**config.mk**
```make
export PLATFORM = sky130hd
export DESIGN_NAME = distinct_index_sampler
export DESIGN_NICKNAME = d
export VERILOG_FILES = /design/src/rtl/dis_pkg.sv /design/src/rtl/dis_ctrl.sv /design/src/rtl/dis_datapath.sv /design/src/rtl/distinct_index_sampler.sv
export SDC_FILE = /design/constraint.sdc
export NUM_CORES = 2
export LEC_CHECK = 0
export BUFFER_PORTS_ARGS = -buffer_cell sky130_fd_sc_hd__buf_2
export CORE_MARGIN = 3
export CORE_UTILIZATION = 25
export CTS_CLUSTER_SIZE = 28
export DETAILED_ROUTE_END_ITERATION = 16
export MAX_ROUTING_LAYER = met4
export PLACE_DENSITY = 0.36
export SLEW_MARGIN = 15
export SYNTH_ARGS = -nofsm -noshare
export SYNTH_HDL_FRONTEND = slang
export SYNTH_SLANG_ARGS = --single-unit
```
**constraint.sdc**
```tcl
create_clock -name i_clk -period 3.66 [get_ports i_clk]
set_input_delay 0.366 -clock i_clk [delete_from_list [all_inputs] [get_ports i_clk]]
set_output_delay 0.366 -clock i_clk [all_outputs]
set_load 0.01 [all_outputs]
```
**src/rtl/dis_pkg.sv**
```systemverilog
// Shared types, constants and helpers for the distinct index sampler.
package dis_pkg;

    localparam int LIST_DEPTH  = 134;
    localparam int ADDR_W      = $clog2(LIST_DEPTH);
    localparam int CNT_W       = $clog2(LIST_DEPTH + 1);
    localparam int IDX_W       = 20;
    localparam int WORD_W      = 32;
    localparam int OUT_CNT_W   = 8;
    localparam logic [IDX_W-1:0] LIMIT_RESET = IDX_W'(24646);

    typedef struct packed {
        logic [WORD_W-1:0] random_word;
        logic              restart;
    } t_dis_in;

    typedef struct packed {
        logic                 accepted;
        logic [IDX_W-1:0]     candidate_index;
        logic [OUT_CNT_W-1:0] stored_count;
        logic                 list_full;
    } t_dis_out;

    typedef enum logic [1:0] {
        DIS_IDLE,
        DIS_SCAN,
        DIS_COMMIT
    } t_dis_state;

    typedef struct packed {
        logic load;     // capture a new request
        logic scan_rd;  // read the list entry at the scan pointer
        logic commit;   // decide, store and present the result
    } t_dis_cmd;

    typedef struct packed {
        logic scan_done;  // scan pointer reached the fill count
        logic rd_pend;    // a read is still waiting for its compare
        logic out_free;   // output register can take a result
    } t_dis_stat;

    // all ones up to and including the highest set bit of n
    function automatic logic [IDX_W-1:0] length_mask(input logic [IDX_W-1:0] n);
        logic [IDX_W-1:0] m;
        m = n;
        m = m | (m >> 1);
        m = m | (m >> 2);
        m = m | (m >> 4);
        m = m | (m >> 8);
        m = m | (m >> 16);
        return m;
    endfunction

endpackage

```
**src/rtl/dis_ctrl.sv**
```systemverilog
// Sequencing state machine: accept, scan the stored list, commit the result.
module dis_ctrl (
    input  logic               i_clk,
    input  logic               i_rst_n,
    input  logic               i_in_valid,
    input  dis_pkg::t_dis_stat i_stat,
    output dis_pkg::t_dis_cmd  o_cmd,
    output logic               o_in_ready
);
    import dis_pkg::*;

    t_dis_state r_state;
    t_dis_state n_state;

    always_ff @(posedge i_clk) begin
        if (!i_rst_n) begin
            r_state <= DIS_IDLE;
        end else begin
            r_state <= n_state;
        end
    end

    always_comb begin
        n_state = r_state;
        case (r_state)
            DIS_IDLE: begin
                if (i_in_valid) n_state = DIS_SCAN;
            end
            DIS_SCAN: begin
                if (i_stat.scan_done && !i_stat.rd_pend) n_state = DIS_COMMIT;
            end
            DIS_COMMIT: begin
                if (i_stat.out_free) n_state = DIS_IDLE;
            end
            default: n_state = DIS_IDLE;
        endcase
    end

    always_comb begin
        o_cmd      = '0;
        o_in_ready = 1'b0;
        case (r_state)
            DIS_IDLE: begin
                o_in_ready = 1'b1;
                o_cmd.load = i_in_valid;
            end
            DIS_SCAN: begin
                o_cmd.scan_rd = !i_stat.scan_done;
            end
            DIS_COMMIT: begin
                o_cmd.commit = i_stat.out_free;
            end
            default: begin
                o_in_ready = 1'b0;
            end
        endcase
    end

endmodule

```
**src/rtl/dis_datapath.sv**
```systemverilog
// List memory, fill count, candidate compare and output register.
module dis_datapath (
    input  logic                      i_clk,
    input  logic                      i_rst_n,
    input  dis_pkg::t_dis_cmd         i_cmd,
    output dis_pkg::t_dis_stat        o_stat,
    input  dis_pkg::t_dis_in          i_in_data,
    input  logic                      i_cfg_valid,
    input  logic [dis_pkg::IDX_W-1:0] i_cfg_data,
    input  logic                      i_out_stall,
    output logic                      o_out_valid,
    output dis_pkg::t_dis_out         o_out_data
);
    import dis_pkg::*;

    logic [IDX_W-1:0] r_mem [LIST_DEPTH];

    logic [IDX_W-1:0] r_limit;
    logic [IDX_W-1:0] r_mask;
    logic [CNT_W-1:0] r_count;
    logic [CNT_W-1:0] r_addr;
    logic [IDX_W-1:0] r_cand;
    logic             r_cand_ok;
    logic             r_dup;
    logic             r_pend;
    logic [IDX_W-1:0] r_rdata;
    logic             r_out_valid;
    t_dis_out         r_out;

    logic [IDX_W-1:0] n_cand;
    logic             n_take;
    logic [CNT_W-1:0] n_count;

    assign n_cand = i_in_data.random_word[IDX_W-1:0] & r_mask;
    assign n_take = r_cand_ok && !r_dup && (r_count < CNT_W'(LIST_DEPTH));
    assign n_count = n_take ? r_count + 1'b1 : r_count;

    assign o_stat.scan_done = (r_addr == r_count);
    assign o_stat.rd_pend   = r_pend;
    assign o_stat.out_free  = !r_out_valid || !i_out_stall;

    always_ff @(posedge i_clk) begin
        if (!i_rst_n) begin
            r_limit <= LIMIT_RESET;
            r_mask  <= length_mask(LIMIT_RESET);
        end else if (i_cfg_valid) begin
            r_limit <= i_cfg_data;
            r_mask  <= length_mask(i_cfg_data);
        end
    end

    // list memory: one write port, one registered read port
    always_ff @(posedge i_clk) begin
        if (i_cmd.commit && n_take) begin
            r_mem[r_count[ADDR_W-1:0]] <= r_cand;
        end
        if (i_cmd.scan_rd) begin
            r_rdata <= r_mem[r_addr[ADDR_W-1:0]];
        end
    end

    always_ff @(posedge i_clk) begin
        if (!i_rst_n) begin
            r_count     <= '0;
            r_addr      <= '0;
            r_pend      <= 1'b0;
            r_dup       <= 1'b0;
            r_out_valid <= 1'b0;
        end else begin
            r_pend <= i_cmd.scan_rd;
            if (i_cmd.load) begin
                r_addr <= '0;
                r_dup  <= 1'b0;
                if (i_in_data.restart) r_count <= '0;
            end else begin
                if (i_cmd.scan_rd) r_addr <= r_addr + 1'b1;
                if (r_pend && (r_rdata == r_cand)) r_dup <= 1'b1;
                if (i_cmd.commit) r_count <= n_count;
            end
            if (i_cmd.commit) begin
                r_out_valid <= 1'b1;
            end else if (!i_out_stall) begin
                r_out_valid <= 1'b0;
            end
        end
    end

    always_ff @(posedge i_clk) begin
        if (i_cmd.load) begin
            r_cand    <= n_cand;
            r_cand_ok <= (n_cand < r_limit);
        end
        if (i_cmd.commit) begin
            r_out.accepted        <= n_take;
            r_out.candidate_index <= r_cand;
            r_out.stored_count    <= OUT_CNT_W'(n_count);
            r_out.list_full       <= (n_count == CNT_W'(LIST_DEPTH));
        end
    end

    assign o_out_valid = r_out_valid;
    assign o_out_data  = r_out;

    a_count_bound: assert property (@(posedge i_clk) disable iff (!i_rst_n)
        r_count <= CNT_W'(LIST_DEPTH))
        else $error("fill count above list depth");

    a_commit_free: assert property (@(posedge i_clk) disable iff (!i_rst_n)
        i_cmd.commit |-> (!r_out_valid || !i_out_stall))
        else $error("result overwrote a pending output");

    a_count_step: assert property (@(posedge i_clk) disable iff (!i_rst_n)
        (i_cmd.commit && n_take) |=> (r_count == $past(r_count) + 1'b1))
        else $error("stored request did not advance the count");

    a_scan_bound: assert property (@(posedge i_clk) disable iff (!i_rst_n)
        i_cmd.scan_rd |-> (r_addr < r_count))
        else $error("scan read past the fill count");

endmodule

```
**src/rtl/distinct_index_sampler.sv**
```systemverilog
// Top level of the distinct index sampler: controller plus datapath.
// Each request scans the stored entries up to the fill count (taken after any restart),
// then commits; output stalls hold the commit. A new request is taken only while idle,
// after the previous result has been committed; one stored entry is compared per cycle.
// Reset (synchronous, active low) empties the list, sets the limit to 24646
// and clears the output; the memory itself is not cleared, the fill count bounds reads.
module distinct_index_sampler (
    input  logic                      i_clk,
    input  logic                      i_rst_n,
    input  logic                      i_in_valid,
    output logic                      o_in_stall,
    input  dis_pkg::t_dis_in          i_in_data,
    output logic                      o_out_valid,
    input  logic                      i_out_stall,
    output dis_pkg::t_dis_out         o_out_data,
    input  logic                      i_cfg_valid,
    output logic                      o_cfg_ready,
    input  logic [dis_pkg::IDX_W-1:0] i_cfg_data
);
    import dis_pkg::*;

    t_dis_cmd  w_cmd;
    t_dis_stat w_stat;
    logic      w_in_ready;

    dis_ctrl u_ctrl (
        .i_clk      (i_clk),
        .i_rst_n    (i_rst_n),
        .i_in_valid (i_in_valid),
        .i_stat     (w_stat),
        .o_cmd      (w_cmd),
        .o_in_ready (w_in_ready)
    );

    dis_datapath u_datapath (
        .i_clk       (i_clk),
        .i_rst_n     (i_rst_n),
        .i_cmd       (w_cmd),
        .o_stat      (w_stat),
        .i_in_data   (i_in_data),
        .i_cfg_valid (i_cfg_valid),
        .i_cfg_data  (i_cfg_data),
        .i_out_stall (i_out_stall),
        .o_out_valid (o_out_valid),
        .o_out_data  (o_out_data)
    );

    assign o_in_stall  = !w_in_ready;
    assign o_cfg_ready = 1'b1;

endmodule

```
== Yosys cells after proc, flatten, opt, wreduce, memory -nomap -nowiden ==
Memories as Yosys holds them, arrays and structs flattened. A register that Yosys moved wholly into a read port is not among the register bits.
Index checks and enable logic that the tools add are counted.
Word-level totals
  logic and storage cells: 69
  memory bits (writable): 2680
  bits in registers: 112
  memories kept: 1
  input bits: 58
  output and inout bits: 33
Operators by class
  equality and inequality tests: 10
  bitwise logic cells: 7
  $lt $le $gt $ge: 2
  add/sub/neg operators: 2
  muxes and demuxes: 16
  reductions and logical operators: 17
Memory list
  u_datapath.r_mem: words 134, width 20, read ports 1, clocked after Yosys merged registers in 1, write ports 1, RTL line dis_datapath.sv:16  | logic [IDX_W-1:0] r_mem [LIST_DEPTH];
Operators by type and width (number)
  $mux W8: 4
  $and A20 B20 Y20: 1
  $eq A20 B20 Y1: 1
  $lt A20 B20 Y1: 1
  $or A20 B12 Y20: 1
  $or A20 B16 Y20: 1
  $or A20 B18 Y20: 1
  $or A20 B19 Y20: 1
  $or A20 B4 Y20: 1
  $add A8 B1 Y8 const B: 2
  $eq A8 B8 Y1: 1
  $eq A8 B8 Y1 const B: 1
  $lt A8 B8 Y1 const B: 1
  $mux W1: 8
  $logic_not A1 Y1: 6
  $mux W2: 3
  $ne A2 B1 Y1 const B: 3
  $pmux W2 S3: 1
  $logic_and A1 B1 Y1: 5
  $ne A2 B2 Y1 const B: 2
  $reduce_and A3 Y1: 1
  $eq A2 B1 Y1 const B: 1
  $eq A2 B2 Y1 const B: 1
  $logic_not A2 Y1: 1
  other kinds (5): 5

== Depth between registers and ports, before layout ==
  depth in word-level cells: 6
  gate-level depth with buffers: 12
  mapped depth without buffers: 8

== Hierarchy ==
A second synthesis with hierarchy kept.
Second synthesis, totals
  cell total of the unflattened synthesis: 5299
  area total of the unflattened synthesis: 108505.3 um^2
Modules (own cells, without submodules)
  dis_datapath: cells each 5283, area each 108372.7 um^2, sequential area each 83770.3 um^2, times used 1
  dis_ctrl: cells each 13, area each 117.6 um^2, sequential area each 40.0 um^2, times used 1
  distinct_index_sampler: cells each 3, area each 15.0 um^2, sequential area each 0.0 um^2, times used 1

== Worst setup path after synthesis ==
Ideal clock, no wire load.
  path kind: reg-to-reg
  from: register u_datapath.r_count[4]
  to: memory u_datapath.r_mem[63][0], enable pin
  path slack: -138 ps
  period minus slack after synthesis: 3798 ps
  path buffers: 1
  data required time: 3212 ps
  arrival: 3350 ps
  stages on the path, launching flop included: 7
  cells stage by stage: dfxtp_1 clkbuf_1 nor4_1 a21boi_0 nor3_2 nand2b_1 nor4_1
Between the ends
  longest elaborated chain between the ends: 5
RTL lines
  start: declaration: RTL line dis_datapath.sv:20  | logic [CNT_W-1:0] r_count;
  start signal: assignment: RTL line dis_datapath.sv:78  | if (i_cmd.commit) r_count <= n_count;
  $lt A8 B8 Y1: RTL line dis_datapath.sv:35  | assign n_take = r_cand_ok && !r_dup && (r_count < CNT_W'(LIST_DEPTH));
  $logic_and A1 B1 Y1: RTL line dis_datapath.sv:35
  $logic_and A1 B1 Y1: RTL line dis_datapath.sv:54  | if (i_cmd.commit && n_take) begin
  $mux W1: RTL line dis_datapath.sv:54
  $mux W1 (not written as such): RTL line dis_datapath.sv:55  | r_mem[r_count[ADDR_W-1:0]] <= r_cand;
  end: declaration: RTL line dis_datapath.sv:16
Parallel ways exist; a longest one is shown, timed or not.

== Worst setup path in the final report ==
  from: register u_datapath.r_addr[0]
  to: register u_datapath.r_rdata[8] (read register of u_datapath.r_mem), data pin
Between the ends
  longest elaborated chain between the ends: 3
RTL lines
  start: declaration: RTL line dis_datapath.sv:21  | logic [CNT_W-1:0] r_addr;
  start signal: assignment: RTL line dis_datapath.sv:76  | if (i_cmd.scan_rd) r_addr <= r_addr + 1'b1;
  $eq A8 B8 Y1: RTL line dis_datapath.sv:38  | assign o_stat.scan_done = (r_addr == r_count);
  $logic_not A1 Y1: RTL line dis_ctrl.sv:48  | o_cmd.scan_rd = !i_stat.scan_done;
  $mux W1: RTL line dis_ctrl.sv:42  | case (r_state)
  end: declaration: RTL line dis_datapath.sv:26  | logic [IDX_W-1:0] r_rdata;
Parallel ways exist; a longest one is shown, timed or not.
A chain may end at the register's enable or synchronous reset.

==> impl_metrics.env <==
export IMPL_grt_pass1_vias=56312
export IMPL_max_freq_mhz=277
export IMPL_cp_end_kind="flop"
export IMPL_slew_headroom=0.271
export IMPL_final_cell_mix="2751 x edfxtp_1, 580 x mux4_2, 440 x buf_4"
export IMPL_ys_seq_area_frac=0.773
export IMPL_crit_start="u_datapath.r_addr[0]"
export IMPL_yosys_warnings=0
export IMPL_synthCells=5094
export IMPL_gr_total_overflow=0
export IMPL_power_leakage_nw=39.2
export IMPL_vdd_ir_drop_max_uv=355
export IMPL_std_cell_rows=241
export IMPL_dp_cells=11127
export IMPL_status="completed"
export IMPL_drc=0
export IMPL_die_h_um=665
export IMPL_fin_crit_sh=0.985
export IMPL_hp_start="i_cfg_data[16]"
export IMPL_drive_gt1_frac=0.298
export IMPL_synth_ff_latch_count=2811
export IMPL_cp_max_fo=13
export IMPL_nNetsFinal=5879
export IMPL_clk_path_buf_depth=4
export IMPL_start_util=0.251
export IMPL_period_minus_slack_ns=3.60
export IMPL_setup_violations_final=0
export IMPL_numCtsBuffers=327
export IMPL_syn2layout_area_growth_pct=20.4
export IMPL_grt_max_degree=136
export IMPL_place_congestion=0.766
export IMPL_pre_cts_ws_ns=-0.328
export IMPL_root_buffer="clkbuf_16"
export IMPL_hold_ws_ns=0.253
export IMPL_start_kind="flop"
export IMPL_drt_pass1_iter_count=5
export IMPL_rsz0062_at_grt="no"
export IMPL_num_vias=53914
export IMPL_hp_class="input port to flop"
export IMPL_layout_commonest_cell="edfxtp_1"
export IMPL_core_area_sq_mm=0.432
export IMPL_syn_avg_cell_area_sq_um=21.3
export IMPL_finalHoldViolations=0
export IMPL_htree_levels=5
export IMPL_maxCapViolCount=0
export IMPL_synth_cell_types=69
export IMPL_io_pins=91
export IMPL_fin_ws_ns=0.0554
export IMPL_cts_tree="built"
export IMPL_cp_required_ns=4.32
export IMPL_syn_num_nets=5175
export IMPL_synth_edff_count=2751
export IMPL_fin_cells=11777
export IMPL_ys_flop_type="edfxtp_1"
export IMPL_grt_usage=0.158
export IMPL_die_w_um=665
export IMPL_cts_sinks=2811
export IMPL_portBuffers=77
export IMPL_dieArea_sq_mm=0.442
export IMPL_syn_area_sq_mm=0.108
export IMPL_wl_mm=346
export IMPL_antenna_found_initial=22
export IMPL_fin_util=0.303
export IMPL_powerDensity_mw_per_mm2=519
export IMPL_cp_arrival_ns=4.26
export IMPL_ant_nets=0
export IMPL_wl_per_cell_um=29.4
export IMPL_first_iter_violations=4329
export IMPL_grt_pass1_wl_mm=476
export IMPL_clk_pin_slew_ns=0.06
export IMPL_dp_hpwl_mm=207
export IMPL_tightestPinTransition_ns=1.09
export IMPL_clk_insertion_delay_late_ns=0.94
export IMPL_drt_vias_per_instance=4.58
export IMPL_slew_violations=0
export IMPL_finClkSkew_ns=0.0656
export IMPL_r2r_start="u_datapath.r_addr[0]"
export IMPL_path_class="flop to flop"
export IMPL_async_flop_share=0
## synth_stat cells, types with 4 or more instances
master	number	area share
a22oi_1	41	0.0028
buf_1	17	0.00059
clkbuf_1	106	0.0037
nand2b_1	14	0.00081
o21ai_0	85	0.0039
nor2b_1	15	0.00087
o22ai_1	103	0.0059
ha_1	23	0.0027
buf_2	71	0.0033
a22o_1	18	0.0015
nand2_1	95	0.0033
or3_1	6	0.00035
or2_2	12	0.00069
a221oi_1	54	0.0044
nand3_1	16	0.00074
a31oi_1	5	0.00029
nor3b_1	4	0.00028
buf_4	56	0.0039
mux2_2	8	0.00083
o211ai_1	21	0.0015
inv_1	43	0.0015
and2_1	22	0.0013
buf_6	25	0.0026
a21oi_1	51	0.0024
edfxtp_1	2751	0.76
a311o_1	5	0.00046
buf_8	7	0.00097
mux2i_1	338	0.031
xor2_1	18	0.0015
nor4_1	12	0.00069
a211oi_1	56	0.0039
nand4_1	11	0.00063
nand3b_1	8	0.00055
o311a_1	5	0.00046
nor2_1	201	0.0070
nor3_1	30	0.0014
mux4_2	580	0.12
dfxtp_1	60	0.011
a2111oi_0	10	0.00081
xnor2_1	22	0.0018
o221ai_1	19	0.0015
a21o_1	5	0.00035
a311oi_1	8	0.00065
## layout make-up
type	count	area, sq um
inverter	44	165
sequential	2811	83800
tap	5710	7140
antenna	24	60.1
timing repair buffer	662	6080
clock buffer	417	8670
multi-input combinational	1952	23300
fill	41777	301000
clock inverter	157	1320
## stage by stage
stage          instance area, sq um  TNS [ns]  power (mW)
2_1_floorplan                108000         0        36.8
3_3_place_gp                 120000     -1.64        37.5
3_5_place_dp                 120000     -1.25        37.6
4_1_cts                      130000         0        68.9
5_1_grt                      130000         0        70.2
6_report                     131000         0        67.8
## metal layers
metal / global-route usage / part of all wire / wire length [um]
met5: - / 0 / 0
met1: 0.207 / 0.44 / 152000
met2: 0.252 / 0.48 / 166000
met4: 0.0502 / 0.034 / 11900
met3: 0.0257 / 0.048 / 16500
## sequential cells by signal, summed over array words and instances, names as in the netlist
| signal | flops |
|---|---|
| u_datapath.r_cand | 20 |
| u_ctrl.r_state | 2 |
| u_datapath.o_out_data | 30 |
| u_datapath.o_out_valid | 1 |
| u_datapath.r_count | 8 |
| u_datapath.r_cand_ok | 1 |
| u_datapath.r_addr | 8 |
| u_datapath.r_dup | 1 |
| u_datapath.r_pend | 1 |
| u_datapath.r_mask | 19 |
| u_datapath.r_rdata | 20 |
| u_datapath.r_mem | 2680 |
| u_datapath.r_limit | 20 |
## critical path: stages (launching register included)
cell,delay (ns)
dfxtp_4,0.49
buf_12,0.24
buf_12,0.22
buf_4,0.26
mux4_2,0.54
a211oi_1,0.64
nor2_1,0.20
buf_4,0.20
a21oi_1,0.34
a221oi_1,0.15
## final timing paths
| path | to | slack [ns] | cells past startpoint |
|---|---|---|---|
| setup reg to reg | u_datapath.r_rdata[8] | 0.06 | 9 |
| hold reg to reg | u_datapath.r_mask[5] | 0.45 | 2 |
| setup / recovery | u_datapath.r_rdata[8] | 0.06 | 9 |
| hold / removal | u_datapath.r_limit[16] | 0.25 | 4 |
## report_power, final
group / leakage, nW / internal, mW / switching (mW)
registers: 25.3 / 35.5 / 0.0813
clock network: 4.87 / 17.7 / 13.2
logic: 9.06 / 0.275 / 1.02
total: 39.2 / 53.5 / 14.3
## cells by family after synthesis
logic type / after synthesis / share of synthesized area
AO/OA/AOI/OAI: 503 / 0.0321
XOR/XNOR: 40 / 0.00323
adder cells (fa/ha/maj): 23 / 0.00265
buffers and inverters: 331 / 0.0170
flip-flops: 2811 / 0.773
multiplexers: 927 / 0.153
other: 1 / 0.0000346
AND/OR/NAND/NOR: 458 / 0.0194
## repair_timing
| action | in CTS | in global routing |
|---|---|---|
| setup endpoints to repair | 8 | 2 |
| hold buffers | 51 | 0 |
| gates resized for setup | 10 | 1 |
| endpoints found under the hold margin | 71 | 0 |
| setup buffers | 0 | 0 |
| pin swaps | 1 | 2 |
(Power assumes the default switching activity.)
